==> src/rtl/core/cfd_pkg.sv <==
// Shared types and constants of the command frame deframer.
package cfd_pkg;

    // Frame framing bytes and sizes
    localparam logic [7:0]  START_MARK = 8'h2B;
    localparam logic [7:0]  END_MARK   = 8'hB2;
    localparam int unsigned OVERHEAD   = 9;
    localparam logic [15:0] CMD_TYPE   = 16'h0003;

    // Frame offsets of the header fields
    localparam int unsigned POS_LEN_LO = 2;
    localparam int unsigned POS_LEN_HI = 3;
    localparam int unsigned POS_KND_LO = 4;
    localparam int unsigned POS_KND_HI = 5;
    localparam int unsigned POS_BODY   = 6;

    // Command codes of a command-type frame
    localparam logic [7:0] CMD_READ_IMU  = 8'h03;
    localparam logic [7:0] CMD_WRITE_IMU = 8'h04;
    localparam logic [7:0] CMD_READ_NV   = 8'h05;
    localparam logic [7:0] CMD_WRITE_NV  = 8'h06;
    localparam logic [7:0] CMD_READ_VER  = 8'h07;

    typedef enum logic [2:0] {
        ST_WAIT        = 3'd0,
        ST_BAD_START   = 3'd1,
        ST_OVERFLOW    = 3'd2,
        ST_BAD_TRAILER = 3'd3,
        ST_BAD_SUM     = 3'd4,
        ST_ACCEPT      = 3'd5
    } t_status;

    typedef enum logic [2:0] {
        ACT_NONE      = 3'd0,
        ACT_READ_IMU  = 3'd1,
        ACT_WRITE_IMU = 3'd2,
        ACT_READ_NV   = 3'd3,
        ACT_WRITE_NV  = 3'd4,
        ACT_READ_VER  = 3'd5
    } t_action;

    // Header fields and checksum state of the frame being assembled
    typedef struct packed {
        logic [15:0] length_word;
        logic [15:0] kind_word;
        logic [7:0]  command_byte;
        logic [7:0]  running_sum;
        logic [7:0]  tail0;
        logic [7:0]  tail1;
        logic [7:0]  tail2;
    } t_frame_fields;

    // One reported result
    typedef struct packed {
        t_status     status;
        logic [15:0] frame_kind;
        logic [7:0]  command;
        t_action     action;
        logic [8:0]  body_length;
    } t_result;

endpackage

==> src/rtl/core/cfd_byte_if.sv <==
// Byte channel: one received chunk byte with its chunk marks.
interface cfd_byte_if;
    logic       valid;
    logic       ready;
    logic [7:0] data_byte;
    logic       chunk_first;
    logic       chunk_last;

    modport source (output valid, output data_byte, output chunk_first,
                    output chunk_last, input ready);
    modport sink   (input valid, input data_byte, input chunk_first,
                    input chunk_last, output ready);
endinterface

==> src/rtl/core/cfd_result_if.sv <==
// Result channel: one status report per chunk end.
interface cfd_result_if;
    logic                 valid;
    logic                 ready;
    cfd_pkg::t_status     status;
    logic [15:0]          frame_kind;
    logic [7:0]           command;
    cfd_pkg::t_action     action;
    logic [8:0]           body_length;

    modport source (output valid, output status, output frame_kind, output command,
                    output action, output body_length, input ready);
    modport sink   (input valid, input status, input frame_kind, input command,
                    input action, input body_length, output ready);
endinterface

==> src/rtl/core/cfd_check.sv <==
// Chunk-end frame judgement: status, decoded fields and frame clear.
module cfd_check #(
    parameter int BUF_LEN = 512,
    parameter int FILL_W  = 10
) (
    input  logic [FILL_W-1:0]   i_fill,
    input  logic                i_start_ok,
    input  cfd_pkg::t_frame_fields i_fields,
    output cfd_pkg::t_result    o_result,
    output logic                o_clear
);
    import cfd_pkg::*;

    logic [7:0]  body_sum;
    logic [15:0] fill_ext;
    logic        len_match;

    // Checksum excludes the checksum byte and the two trailer bytes
    assign body_sum  = i_fields.running_sum - i_fields.tail0 - i_fields.tail1
                       - i_fields.tail2;
    assign fill_ext  = 16'(i_fill);
    assign len_match = (i_fill > FILL_W'(OVERHEAD)) &&
                       (i_fields.length_word == fill_ext - 16'(OVERHEAD));

    always_comb begin
        o_result = '{status: ST_WAIT, frame_kind: 16'd0, command: 8'd0,
                     action: ACT_NONE, body_length: 9'd0};
        o_clear  = 1'b0;
        if (!i_start_ok || (i_fill < FILL_W'(2))) begin
            o_result.status = ST_BAD_START;
            o_clear         = 1'b1;
        end else if (i_fill > FILL_W'(BUF_LEN - 1)) begin
            o_result.status = ST_OVERFLOW;
            o_clear         = 1'b1;
        end else if (len_match) begin
            o_clear = 1'b1;
            if ((i_fields.tail0 != END_MARK) || (i_fields.tail1 != END_MARK)) begin
                o_result.status = ST_BAD_TRAILER;
            end else if (body_sum != i_fields.tail2) begin
                o_result.status = ST_BAD_SUM;
            end else begin
                o_result.status      = ST_ACCEPT;
                o_result.frame_kind  = i_fields.kind_word;
                o_result.command     = i_fields.command_byte;
                o_result.body_length = i_fields.length_word[8:0];
                if (i_fields.kind_word == CMD_TYPE) begin
                    case (i_fields.command_byte)
                        CMD_READ_IMU:  o_result.action = ACT_READ_IMU;
                        CMD_WRITE_IMU: o_result.action = ACT_WRITE_IMU;
                        CMD_READ_NV:   o_result.action = ACT_READ_NV;
                        CMD_WRITE_NV:  o_result.action = ACT_WRITE_NV;
                        CMD_READ_VER:  o_result.action = ACT_READ_VER;
                        default:       o_result.action = ACT_NONE;
                    endcase
                end
            end
        end
    end

endmodule

==> src/rtl/core/command_frame_deframer_core.sv <==
// Top level of the command frame deframer.
// Reassembles 0x2B 0x2B / length / type / body / checksum / 0xB2 0xB2 frames from
// chunked bytes. Each byte updates the header fields, running checksum and fill
// counter in the same cycle it is accepted, and on the last byte of a chunk the
// judgement is written into a single output register.
// A new byte is taken every cycle unless that output register holds a report
// that the sink has not taken yet; then the input stalls. One report follows
// each chunk end, in the cycle after its last byte. Bytes past CHUNK_MAX in a
// chunk are dropped except for their end mark.
module command_frame_deframer_core #(
    parameter int BUF_LEN   = 512,
    parameter int CHUNK_MAX = 64
) (
    input  logic   i_clk,
    input  logic   i_rst_n,
    cfd_byte_if.sink     i_byte,
    cfd_result_if.source o_result
);
    import cfd_pkg::*;

    localparam int FILL_W = $clog2(BUF_LEN + 1);
    localparam int OFS_W  = $clog2(CHUNK_MAX + 1);

    logic [FILL_W-1:0] r_fill,     n_fill;
    logic [OFS_W-1:0]  r_offset,   n_offset;
    logic              r_start_ok, n_start_ok;
    t_frame_fields     r_fields,   n_fields;
    logic              r_out_valid;
    t_result           r_out;

    logic [FILL_W-1:0] take_fill;
    logic              take_ok;
    t_frame_fields     take_fields;
    t_result           chk_result;
    logic              chk_clear;
    logic              accept;
    logic              take;
    logic [7:0]        d;

    assign accept = i_byte.valid && i_byte.ready;
    assign take   = accept && (r_offset < OFS_W'(CHUNK_MAX));
    assign d      = i_byte.data_byte;

    // Input stalls only while an untaken report sits in the output register
    assign i_byte.ready = !r_out_valid || o_result.ready;

    // Absorb one byte into the frame
    always_comb begin
        take_fill   = r_fill;
        take_ok     = r_start_ok;
        take_fields = r_fields;
        if (take) begin
            if (r_offset == '0) begin
                take_ok = (r_fill != '0) || (d == START_MARK);
            end else if ((r_offset == OFS_W'(1)) && (r_fill == FILL_W'(1))) begin
                take_ok = r_start_ok && (d == START_MARK);
            end
            case (r_fill)
                FILL_W'(POS_LEN_LO): take_fields.length_word[7:0]  = d;
                FILL_W'(POS_LEN_HI): take_fields.length_word[15:8] = d;
                FILL_W'(POS_KND_LO): take_fields.kind_word[7:0]    = d;
                FILL_W'(POS_KND_HI): take_fields.kind_word[15:8]   = d;
                FILL_W'(POS_BODY):   take_fields.command_byte      = d;
                default: ;
            endcase
            if (r_fill >= FILL_W'(POS_BODY)) begin
                take_fields.running_sum = r_fields.running_sum + d;
                take_fields.tail2       = r_fields.tail1;
                take_fields.tail1       = r_fields.tail0;
                take_fields.tail0       = d;
            end
            if (r_fill < FILL_W'(BUF_LEN)) begin
                take_fill = r_fill + FILL_W'(1);
            end
        end
    end

    cfd_check #(
        .BUF_LEN (BUF_LEN),
        .FILL_W  (FILL_W)
    ) u_check (
        .i_fill     (take_fill),
        .i_start_ok (take_ok),
        .i_fields   (take_fields),
        .o_result   (chk_result),
        .o_clear    (chk_clear)
    );

    // Next frame state, with chunk close and frame clear
    always_comb begin
        n_fill     = take_fill;
        n_start_ok = take_ok;
        n_fields   = take_fields;
        n_offset   = take ? r_offset + OFS_W'(1) : r_offset;
        if (accept && i_byte.chunk_last) begin
            n_offset = '0;
            if (chk_clear) begin
                n_fill   = '0;
                n_fields = '0;
            end
        end
    end

    always_ff @(posedge i_clk) begin
        if (!i_rst_n) begin
            r_fill     <= '0;
            r_offset   <= '0;
            r_start_ok <= 1'b0;
            r_fields   <= '0;
        end else begin
            r_fill     <= n_fill;
            r_offset   <= n_offset;
            r_start_ok <= n_start_ok;
            r_fields   <= n_fields;
        end
    end

    // Output register
    always_ff @(posedge i_clk) begin
        if (!i_rst_n) begin
            r_out_valid <= 1'b0;
        end else if (accept && i_byte.chunk_last) begin
            r_out_valid <= 1'b1;
        end else if (o_result.ready) begin
            r_out_valid <= 1'b0;
        end
    end

    always_ff @(posedge i_clk) begin
        if (accept && i_byte.chunk_last) begin
            r_out <= chk_result;
        end
    end

    assign o_result.valid       = r_out_valid;
    assign o_result.status      = r_out.status;
    assign o_result.frame_kind  = r_out.frame_kind;
    assign o_result.command     = r_out.command;
    assign o_result.action      = r_out.action;
    assign o_result.body_length = r_out.body_length;

    // Counters stay within their limits
    a_offset_range: assert property (@(posedge i_clk) disable iff (!i_rst_n)
        r_offset <= OFS_W'(CHUNK_MAX))
        else $error("chunk offset past limit");

    a_fill_range: assert property (@(posedge i_clk) disable iff (!i_rst_n)
        r_fill <= FILL_W'(BUF_LEN))
        else $error("frame fill past limit");

    // Chunk end closes the chunk and raises a report
    a_chunk_close: assert property (@(posedge i_clk) disable iff (!i_rst_n)
        (accept && i_byte.chunk_last) |=> (r_offset == '0) && r_out_valid)
        else $error("chunk end not closed or not reported");

    // A clearing verdict empties the frame
    a_clear_empty: assert property (@(posedge i_clk) disable iff (!i_rst_n)
        (accept && i_byte.chunk_last && chk_clear) |=> (r_fill == '0))
        else $error("frame not cleared");

    // Fields other than status are zero unless the frame is accepted
    a_zero_fields: assert property (@(posedge i_clk) disable iff (!i_rst_n)
        (r_out_valid && (r_out.status != ST_ACCEPT)) |->
        (r_out.frame_kind == 16'd0) && (r_out.command == 8'd0) &&
        (r_out.action == ACT_NONE) && (r_out.body_length == 9'd0))
        else $error("non-accepted report carries fields");

endmodule
==> src/flat_wrapper.sv <==
// flat-port wrapper written by rule: the top's interface ports become plain ports
module command_frame_deframer_core_flat import cfd_pkg::*;
#(
    parameter int BUF_LEN   = 512,
    parameter int CHUNK_MAX = 64
)
  (i_clk, i_rst_n, i_byte_valid, i_byte_data_byte, i_byte_chunk_first, i_byte_chunk_last, i_byte_ready, o_result_valid, o_result_status, o_result_frame_kind, o_result_command, o_result_action, o_result_body_length, o_result_ready);
  cfd_byte_if i_byte_i ();
  cfd_result_if o_result_i ();
  input  logic i_clk;
  input  logic i_rst_n;
  input wire logic [$bits(i_byte_i.valid)-1:0] i_byte_valid;
  input wire logic [$bits(i_byte_i.data_byte)-1:0] i_byte_data_byte;
  input wire logic [$bits(i_byte_i.chunk_first)-1:0] i_byte_chunk_first;
  input wire logic [$bits(i_byte_i.chunk_last)-1:0] i_byte_chunk_last;
  output wire logic [$bits(i_byte_i.ready)-1:0] i_byte_ready;
  output wire logic [$bits(o_result_i.valid)-1:0] o_result_valid;
  output wire logic [$bits(o_result_i.status)-1:0] o_result_status;
  output wire logic [$bits(o_result_i.frame_kind)-1:0] o_result_frame_kind;
  output wire logic [$bits(o_result_i.command)-1:0] o_result_command;
  output wire logic [$bits(o_result_i.action)-1:0] o_result_action;
  output wire logic [$bits(o_result_i.body_length)-1:0] o_result_body_length;
  input wire logic [$bits(o_result_i.ready)-1:0] o_result_ready;
  assign i_byte_i.valid = i_byte_valid;
  assign i_byte_i.data_byte = i_byte_data_byte;
  assign i_byte_i.chunk_first = i_byte_chunk_first;
  assign i_byte_i.chunk_last = i_byte_chunk_last;
  assign i_byte_ready = i_byte_i.ready;
  assign o_result_valid = o_result_i.valid;
  assign o_result_status = o_result_i.status;
  assign o_result_frame_kind = o_result_i.frame_kind;
  assign o_result_command = o_result_i.command;
  assign o_result_action = o_result_i.action;
  assign o_result_body_length = o_result_i.body_length;
  assign o_result_i.ready = o_result_ready;
  command_frame_deframer_core #(.BUF_LEN(BUF_LEN), .CHUNK_MAX(CHUNK_MAX)) u_core (.i_clk(i_clk), .i_rst_n(i_rst_n), .i_byte(i_byte_i), .o_result(o_result_i));
endmodule
==> config.mk <==
export PLATFORM = sky130hd
export DESIGN_NAME = command_frame_deframer_core_flat
export DESIGN_NICKNAME = d
export VERILOG_FILES = /design/src/rtl/core/cfd_pkg.sv /design/src/rtl/core/cfd_byte_if.sv /design/src/rtl/core/cfd_result_if.sv /design/src/rtl/core/cfd_check.sv /design/src/rtl/core/command_frame_deframer_core.sv /design/src/flat_wrapper.sv
export SDC_FILE = /design/constraint.sdc
export NUM_CORES = 1
export LEC_CHECK = 0
export BUFFER_PORTS_ARGS = -buffer_cell sky130_fd_sc_hd__buf_2
export CAP_MARGIN = 0
export CELL_PAD_IN_SITES_DETAIL_PLACEMENT = 0
export CELL_PAD_IN_SITES_GLOBAL_PLACEMENT = 1
export CORE_MARGIN = 1.5
export CORE_UTILIZATION = 48
export DETAILED_ROUTE_END_ITERATION = 8
export HOLD_SLACK_MARGIN = 0.15
export PLACE_DENSITY = 0.87
export SLEW_MARGIN = 10
export SYNTH_ARGS = -nofsm -noshare
export SYNTH_HDL_FRONTEND = slang
export SYNTH_SLANG_ARGS = --single-unit
==> constraint.sdc <==
create_clock -name i_clk -period 7 [get_ports i_clk]
set_clock_uncertainty 0.1 [all_clocks]
set_input_delay 1.05 -clock i_clk [delete_from_list [all_inputs] [get_ports i_clk]]
set_output_delay 1.05 -clock i_clk [all_outputs]
set_load 0.005 [all_outputs]
After elaboration in Yosys (flattened, before gate mapping) --
Cells that the tools add are included.
Storage, ports and cells: register bits after elaboration 130, input bits 14, output and inout bits 41
Cells by class: $add $sub $neg 7, $lt $le $gt $ge 6, eq/ne operators 18, mux-type cells 29, bitwise logic cells 3, reduce and logical (&&, ||, !) cells 19
Operators with widths (number):
- 72-bit two-way mux | 3
- 36-bit two-way mux | 2
- 10-bit two-way mux | 4
- 8-bit two-way mux | 5
- 38-bit two-way mux | 1
- 8-bit by 3-bit == test with 1-bit output, second input constant | 4
- 32-bit two-way mux | 1
- 10-bit by 3-bit == test with 1-bit output, second input constant | 3
- 8-bit subtractor | 3
- 10-bit by 2-bit == test with 1-bit output, second input constant | 2
- 16-bit == test | 1
- 16-bit by 2-bit == test with 1-bit output, second input constant | 1
- 8-bit inequality test, second input constant | 2
- 3-bit one-hot mux with 5 select lines | 1
- 10-bit by 4-bit subtractor with 11-bit output, second input constant | 1
- 10-bit by 1-bit adder with 10-bit output, second input constant | 1
- 10-bit by 1-bit == test with 1-bit output, second input constant | 1
- 10-bit by 3-bit >= comparator with 1-bit output, second input constant | 1
- 10-bit by 4-bit greater-than comparator with 1-bit output, second input constant | 1
- 10-bit by 9-bit greater-than comparator with 1-bit output, second input constant | 1
- 10-bit < comparator, second input constant | 1
- 10-bit by 2-bit < comparator with 1-bit output, second input constant | 1
- 10-bit nonzero test | 1
- 1-bit two-way mux | 9
- 19 further kinds | 31

Depth between registers and ports, before layout --
Gate-level depths: netlist of run 1.
depth after elaboration 13, depth in mapped cells 24, depth with buffers taken out 19

By module --
Synthesis of run 1 repeated with hierarchy kept, for this count alone.
Unflattened totals: cells, all modules 658, area, all modules 7051.8 um^2
By module, submodules not included:
- command_frame_deframer_core | instances 1, cells each 440, area an instance 5397.7 um^2
- cfd_check | instances 1, cells each 218, area an instance 1654.1 um^2

Least setup slack after synthesis of run 1 --
Ideal clock, no wire load.
kind in2reg, from input port o_result_ready, to register u_core.r_out (netlist bit u_core.o_result.body_length[0]), data pin, library setup time 0.159 ns, arrival 5.772 ns, data required time 6.741 ns, path slack 0.968 ns, stages on the path 23, buffers on the path 6, cells stage by stage nor2b_1 buf_6 inv_2 buf_6 nand2_1 a21o_4 buf_6 buf_6 clkbuf_1 mux2_2 ha_1 inv_1 fa_1 fa_1 fa_1 a21o_1 a21o_1 xor2_1 xnor2_1 nor4_2 nand4_2 buf_2 nor3_1
Between the ends: word-level cells in the longest chain between the ends 9
RTL lines:
- from (decl) | RTL line flat_wrapper.sv:23 | input wire logic [$bits(o_result_i.ready)-1:0] o_result_ready;
- 1-bit logical OR (*) | RTL line command_frame_deframer_core.sv:45 | assign i_byte.ready = !r_out_valid || o_result.ready;
- via i_byte_ready | RTL line flat_wrapper.sv:16 | output wire logic [$bits(i_byte_i.ready)-1:0] i_byte_ready;
- 1-bit logical AND (*) | RTL line command_frame_deframer_core.sv:40 | assign accept = i_byte.valid && i_byte.ready;
- 1-bit logical AND (*) | RTL line command_frame_deframer_core.sv:41 | assign take = accept && (r_offset < OFS_W'(CHUNK_MAX));
- 72-bit two-way mux or 10-bit two-way mux (tied branches) | RTL line command_frame_deframer_core.sv:52 | if (take) begin
- 8-bit subtractor or 10-bit by 4-bit subtractor with 11-bit output (tied branches) | RTL line cfd_check.sv:19, cfd_check.sv:23
- 8-bit subtractor or 16-bit == test (tied branches) | RTL line cfd_check.sv:19, cfd_check.sv:23
- 8-bit subtractor or 1-bit logical AND (tied branches) | RTL line cfd_check.sv:20, cfd_check.sv:22
- 8-bit inequality test or 1-bit inverter (tied branches)
- 5-bit OR reduction (no line)
- to (signal assigned) | RTL line command_frame_deframer_core.sv:131 | r_out <= chk_result;
- to (decl) | RTL line command_frame_deframer_core.sv:29 | t_result r_out;
Mark *: on every way through the listed nets, which the timed path passes. The rest lies on a longest branch. A chain may end at the register's enable or synchronous reset.

Worst setup path after layout of run 1 --
from input port i_byte_valid, to register u_core.r_out (netlist bit u_core.o_result.command[6]), data pin
Between the ends: word-level cells in the longest chain between the ends 8
RTL lines:
- from (decl) | RTL line flat_wrapper.sv:12 | input wire logic [$bits(i_byte_i.valid)-1:0] i_byte_valid;
- 1-bit logical AND (*) | RTL line command_frame_deframer_core.sv:40
- 1-bit logical AND (*) | RTL line command_frame_deframer_core.sv:41
- 72-bit two-way mux or 10-bit two-way mux (tied branches) | RTL line command_frame_deframer_core.sv:52
- 8-bit subtractor or 10-bit by 4-bit subtractor with 11-bit output (tied branches) | RTL line cfd_check.sv:19, cfd_check.sv:23
- 8-bit subtractor or 16-bit == test (tied branches) | RTL line cfd_check.sv:19, cfd_check.sv:23
- 8-bit subtractor or 1-bit logical AND (tied branches) | RTL line cfd_check.sv:20, cfd_check.sv:22
- 8-bit inequality test or 1-bit inverter (tied branches)
- 5-bit OR reduction (no line)
Every way passes the cells marked *; elsewhere a longest branch is shown, timed or not.

==> results.yml, run 1 <==
grt:
  first_global_vias: 5661
  grt_usage: 0.227
  antenna_found_initial: 0
  grt_pass1_wl_um: 29000
  grt-ovfl-total: 0
  grt_max_degree: 89
sta:
  finalCritPeriodShare: 0.809
  worstMarginPinSlew_ns: 1.20
  maxSlewViolCount: 0
  fin_crit_ns: 5.66
  maxSlewHeadroom: 0.196
  rsz0062_at_grt: "no"
  fmax_ghz: 0.177
  fin_tns_setup_ns: 0
  finalHoldViolCount: 0
  setup_violations: 0
run:
  cap_violations: 0
final_layout:
  layout.nets: 846
  ff_latch_area_um2: 2970
  fillerInstances: 1328
  layout-drive-gt1-share: 0.197
  multiInputGateArea_um2: 4250
  stdcell_count: 1015
  antenna_cells: 0
  area_growth_pct: 12.4
synthesis:
  ys_async_sr_fraction: 0
  syn_nets: 819
  yosysTopAreaCell: "dfxtp_1"
  yosys_most_used_dff: "dfxtp_1"
  syn_area_um2: 7640
  synth_warnings: 0
  synth_area_leaders: "dfxtp_1 24%, edfxtp_1 15%, mux2i_1 7.1%"
  yosysTopAreaCellShare: 0.236
  synth-edff-count: 39
  ys_ff_latch: 129
  yosysSeqAreaShare: 0.389
  yosysUniqueCellTypes: 75
  syn_area_per_cell_um2: 10.0
  synthCells: 764
floorplan:
  die_h_um: 129
  core_um2: 15400
  pin_count: 55
  die-area_um2: 16700
  start_util: 0.497
  die_w_um: 129
  std_cell_rows: 45
clock_network:
  cts_resized: 0
  clk_pin_slew_ns: 0.06
  cts_max_level: 4
  clk_latency_ns: 0.42
  clock_sinks: 129
  numCtsBuffers: 17
  cts_setup_buffers: 0
  clockBufferDepth: 2
  root_buffer: "clkbuf_16"
  cts_tree: "done"
  ctsHoldBuffers: 0
setup_path:
  crit_fanout: 37
  cp-end-kind: "flip-flop"
  r2r_start: "u_core.r_fill[5]$_SDFF_PN0_"
  r2r_slack_ns: 1.51
  crit_end: "u_core.o_result.command[6]$_SDFFCE_PP0P_"
  start_kind: "primary input"
  worstPathRequired_ns: 7.13
  worstPathArrival_ns: 5.80
  r2r-end: "u_core.o_result.command[6]$_SDFFCE_PP0P_"
  reg2reg_depth: 19
  crit_path_start: "i_byte_valid"
  critPathKind: "in -> reg"
drt:
  drc: 0
  wl_per_cell_um: 17.7
  vias: 5876
  firstDrtPassIters: 5
  routed_wl_um: 18000
  ant_nets: 0
  vias_per_cell: 5.79
  drt_iter0_markers: 490
placed_design:
  place_congestion: 0.948
  post-dp-hpwl_um: 12800
  io_buffers: 53
  placed_cells: 983
power:
  switchingPower_mw: 0.423
  p_leak_nw: 3.35
  p_per_area_nw_per_um2: 217
  combPwrFrac: 0.066
  p_sw_frac: 0.227
  intPower_mw: 1.44
  pwr-share-clk: 0.511
  max-vdd-ir-drop_v: 0.000189
  seqPwrFrac: 0.424
min_path:
  hold_path_class: "reg -> reg"
run_status:
  outcome: "complete, no violations"
critical path, stage by stage:
cell	delay, ns
buf_2	0.12
nor2b_1	0.48
nand2_1	0.26
a21o_4	0.35
mux2_2	0.35
ha_1	0.30
inv_1	0.07
fa_1	0.42
fa_1	0.42
fa_1	0.42
a21o_1	0.20
a21o_1	0.20
a21o_1	0.18
a21oi_1	0.17
xnor2_1	0.09
nor2_1	0.14
nand4_2	0.13
buf_12	0.21
nor3_1	0.21
sequential cells by signal, summed over array words and instances, names as in the netlist:
register,flops
u_core.o_result.action,3
u_core.o_result.status,3
u_core.r_fill,10
u_core.r_fields,71
u_core.r_start_ok,1
u_core.r_offset,7
u_core.o_result.body_length,9
u_core.o_result.frame_kind,16
u_core.o_result.valid,1
u_core.o_result.command,8
layer usage:
layer,share of wire,routed length [µm],GRT usage,up-vias
li1,-,-,-,2846
met1,0.44,7880,0.286,2795
met2,0.48,8610,0.374,199
met3,0.053,960,0.0483,36
met4,0.029,518,0.104,0
met5,0,0,0,-
cells in the final DEF (no fill, tap or decap), types with 28 or more instances in the layout:
master	count
a21oi_1	91
buf_2	53
dfxtp_1	90
edfxtp_1	39
inv_1	29
mux2i_1	54
nand2_1	30
nor2_1	35
nor3_2	30
xnor2_1	28
how the worst min path moves through the flow:
| stage | from | end | slack [ns] | cells past startpoint |
|---|---|---|---|---|
| after floorplan | u_core.r_offset[6]$_SDFFE_PP0P_ | u_core.r_offset[6]$_SDFFE_PP0P_ | 0.35 | 2 |
| after global placement | u_core.r_offset[6]$_SDFFE_PP0P_ | u_core.r_offset[6]$_SDFFE_PP0P_ | 0.39 | 2 |
| final | u_core.r_offset[6]$_SDFFE_PP0P_ | u_core.r_offset[6]$_SDFFE_PP0P_ | 0.40 | 2 |
| after global routing | u_core.r_offset[6]$_SDFFE_PP0P_ | u_core.r_offset[6]$_SDFFE_PP0P_ | 0.44 | 2 |
| after detailed placement | u_core.r_offset[6]$_SDFFE_PP0P_ | u_core.r_offset[6]$_SDFFE_PP0P_ | 0.40 | 2 |
| after CTS | u_core.r_offset[6]$_SDFFE_PP0P_ | u_core.r_offset[6]$_SDFFE_PP0P_ | 0.41 | 2 |
synth_stat cells (3+ instances only):
cell,count
ha_1,27
xnor2_1,28
buf_6,8
clkbuf_1,22
a21boi_0,5
mux2_2,11
a21o_1,8
nor4b_1,4
inv_1,29
buf_4,9
nand3_1,15
or4_1,3
a21oi_1,91
nor4_1,10
nand4_1,13
xor2_1,11
nand2b_1,6
fa_1,14
and3_1,9
nand2_1,31
o31ai_1,5
o211ai_1,5
or2_2,3
a31oi_1,6
o31a_1,3
a21boi_1,14
nor2_1,35
o21a_1,5
nor3_1,21
mux2i_1,54
nor2b_1,7
and2_1,8
dfxtp_1,90
a211o_1,3
nor3_2,30
edfxtp_1,39
a211oi_1,3
or3_1,6
o21ai_0,18
buf_2,13
final cells by class:
cell class	count	area share
multi-input cells	551	0.494
flip-flops and latches	129	0.346
clock buffers	21	0.0536
repair buffers	62	0.0417
well taps	211	0.0307
clock inverters	11	0.0205
inverters	30	0.0131
through the flow:
stage          total power, mW  area [µm²]  setup slack, ns   util  hold slack, ns
2_1_floorplan            0.883        7640            0.968      -           0.354
6_report                  1.86        8590             1.34  0.559           0.403
5_1_grt                   1.91        8590            0.929  0.559           0.444
3_3_place_gp             0.923        7950             1.00  0.517           0.390
4_1_cts                   1.87        8590             1.32  0.559           0.406
3_5_place_dp             0.925        7950            0.897  0.517           0.395
cells by family (layout without fill, tap and decap cells):
kind of cell	after synthesis	in the layout	synth area share
xor gates and xnor gates	39	39	0.0447
DFF	129	129	0.389
buffers and inverters	84	124	0.0558
AOI/OAI and AO/OA	185	185	0.157
adders and majority gates	41	41	0.0809
and+or+nand+nor	221	221	0.186
muxes	65	65	0.0869
power by group through the flow:
stage,sequential [mW],combinational (mW),clock (mW)
floorplan,0.805,0.0774,0
global placement,0.805,0.118,0
detailed placement,0.805,0.120,0
CTS,0.789,0.121,0.959
global route,0.790,0.133,0.989
finish,0.789,0.122,0.951
(Power assumes the default switching activity.)
==> run 2, diff against run 1 <==
Settings changed: ABC_AREA set to 1, CORE_UTILIZATION 48 to 41, PLACE_DENSITY 0.87 to 0.84.
Clock period 7 ns to 5.1 ns, I/O delays scaled along.
==> results.yml, run 2 <==
drt:
  vias_per_cell: 5.01
  ant_nets: 0
  wl_per_cell_um: 14.3
  vias: 6227
  routed_wl_um: 17800
  firstDrtPassIters: 5
  drt_iter0_markers: 381
  drc: 0
placed_design:
  io_buffers: 53
  place_congestion: 0.851
  placed_cells: 1210
  place_area_um2: 7990
  place_ws_ns: -0.0551
  post-dp-hpwl_um: 13000
floorplan:
  die-area_um2: 18500
  die_w_um: 136
  start_util: 0.420
  core_um2: 17300
  std_cell_rows: 48
  pin_count: 55
  die_h_um: 136
synthesis:
  yosysSeqAreaShare: 0.409
  muxShareOfSynthArea: 0.00413
  ys_async_sr_fraction: 0
  synth_most_common_cell: "nand2_1"
  synth_area_leaders: "dfxtp_1 25%, edfxtp_1 16%, nand2_1 8.8%"
  syn_nets: 978
  yosysTopAreaCellShare: 0.248
  synth_xor_area_frac: 0.0241
  yosysUniqueCellTypes: 47
  synth_warnings: 0
  synth_compound_area_frac: 0.131
  ys_ff_latch: 129
  yosysTopAreaCell: "dfxtp_1"
  ys_top_cells_by_count: "171 x nand2_1, 125 x inv_1, 104 x a21oi_1"
  synthCells: 923
  synth-simple-area-share: 0.252
  synthAdderAreaFrac: 0.0850
  yosys_most_used_dff: "dfxtp_1"
  syn_area_per_cell_um2: 7.88
  syn_area_um2: 7270
  synth_top_family_by_area: "simple AND/OR/NAND/NOR gates"
  synth-edff-count: 39
final_layout:
  mostFrequentLayoutCell: "nand2_1"
  layout.nets: 1060
  finalInstanceArea_um2: 8590
  stdcell_count: 1243
  largest-register: "u_core.r_fields"
  layout-drive-gt1-share: 0.196
  largest_register_ffs: 71
  layout_common_cells: "170 x nand2_1, 125 x inv_1, 104 x a21oi_1"
  final_core_util: 0.497
  antenna_cells: 0
  area_growth_pct: 18.2
grt:
  first_global_vias: 5871
  antenna_found_initial: 0
  grt_usage: 0.203
  grt_pass1_wl_um: 29200
  grt_max_degree: 70
  grt-ovfl-total: 0
setup_path:
  cp-end-kind: "flip-flop"
  crit_fanout: 11
  worstPathArrival_ns: 4.86
  slowest_delay_ns: 0.52
  start_kind: "flip-flop"
  critPathKind: "reg -> reg"
  cpMostUsedCell: "fa_1"
  cp_slowest_cell: "fa_1"
  path_buf_inv: 6
  reg2reg_depth: 25
  cp.depth: 25
  cp_top_family: "simple AND/OR/NAND/NOR gates"
  worstPathRequired_ns: 5.27
sta:
  finalHoldViolCount: 0
  fin_tns_setup_ns: 0
  fmax_ghz: 0.213
  maxSlewViolCount: 0
  rsz0062_at_grt: "no"
  holdWs_ns: 0.391
  finalCritPeriodShare: 0.921
  fin_crit_ns: 4.70
  maxSlewHeadroom: 0.403
  setup_violations: 0
  worstMarginPinSlew_ns: 0.890
  setup_ws_ns: 0.404
run:
  cap_violations: 0
power:
  fin_total_pwr_mw: 3.43
  max-vdd-ir-drop_v: 0.000257
  p_per_area_nw_per_um2: 400
  p_leak_nw: 4.06
clock_network:
  clk_pin_slew_ns: 0.07
  clk_latency_ns: 0.43
  ctsHoldBuffers: 0
  cts_tree: "done"
  clock_sinks: 129
  numCtsBuffers: 17
  cts_max_level: 4
  root_buffer: "clkbuf_16"
  clockBufferDepth: 2
min_path:
  hold_depth: 2
  hold_path_class: "reg -> reg"
run_status:
  outcome: "complete, no violations"
[run 2: cell types whose count changed after synthesis, sizes merged, moves of 13 or more]
cell and delta:
a21boi -16, nor2 +52, nand2 +149, o21ai +48, nor3 -39, xnor2 -18, or2 +15, nand3 +39
a21oi +13, mux2i -51, inv +102, nor4 -13
[run 2: cells by family after synthesis]
family | after synthesis
compound gates | 182
xor+xnor | 20
fa+ha+maj | 41
buf+inv | 165
flops | 129
mux | 3
simple gates | 383
[run 2: what timing repair did]
action | in CTS | in global routing
buffers inserted | 0 | 1
resized for setup | 0 | 6
endpoints found under the setup margin | 0 | 37
hold endpoints to repair | 0 | 0
[run 2: tightest hold or removal path, delay by kind of cell, from the launching register on]
kind	cells	cell delay, ns
AO/OA/AOI/OAI	1	0.07
flip-flops	1	0.29
buffers and inverters	1	0.09
[run 2: layout make-up]
cell class	count	area (µm²)
repair buffers	95	631
fillers	1695	8700
clock buffers	17	425
inverters	133	502
flip-flops and latches	129	2980
clock inverters	15	161
well taps	225	282
multi-input cells	629	3620
[run 2: report_power, final]
part / leakage [nW] / switching (mW) / internal (mW) / total, mW
clock network: 0.284 / 0.542 / 0.657 / 1.20
registers: 1.12 / 0.0201 / 1.10 / 1.12
logic: 2.66 / 0.638 / 0.474 / 1.11
total: 4.06 / 1.20 / 2.23 / 3.43
[run 2: path summary, 6_finish.rpt]
check | startpoint | to | slack, ns
worst max-delay path | u_core.r_fill[6]$_SDFF_PN0_ | u_core.o_result.command[5]$_SDFFCE_PP0P_ | 0.40
worst min-delay path | u_core.r_offset[5]$_SDFFE_PP0P_ | u_core.r_offset[5]$_SDFFE_PP0P_ | 0.39
worst max register to register | u_core.r_fill[6]$_SDFF_PN0_ | u_core.o_result.command[5]$_SDFFCE_PP0P_ | 0.40
worst min register to register | u_core.r_offset[5]$_SDFFE_PP0P_ | u_core.r_offset[5]$_SDFFE_PP0P_ | 0.39
[run 2: routing by layer]
metal	vias to the layer above	global-route usage	routed length (µm)
li1	3196	-	-
met1	2880	0.260	8290
met2	129	0.346	8470
met3	22	0.0391	770
met4	0	0.0621	276
met5	-	0	0
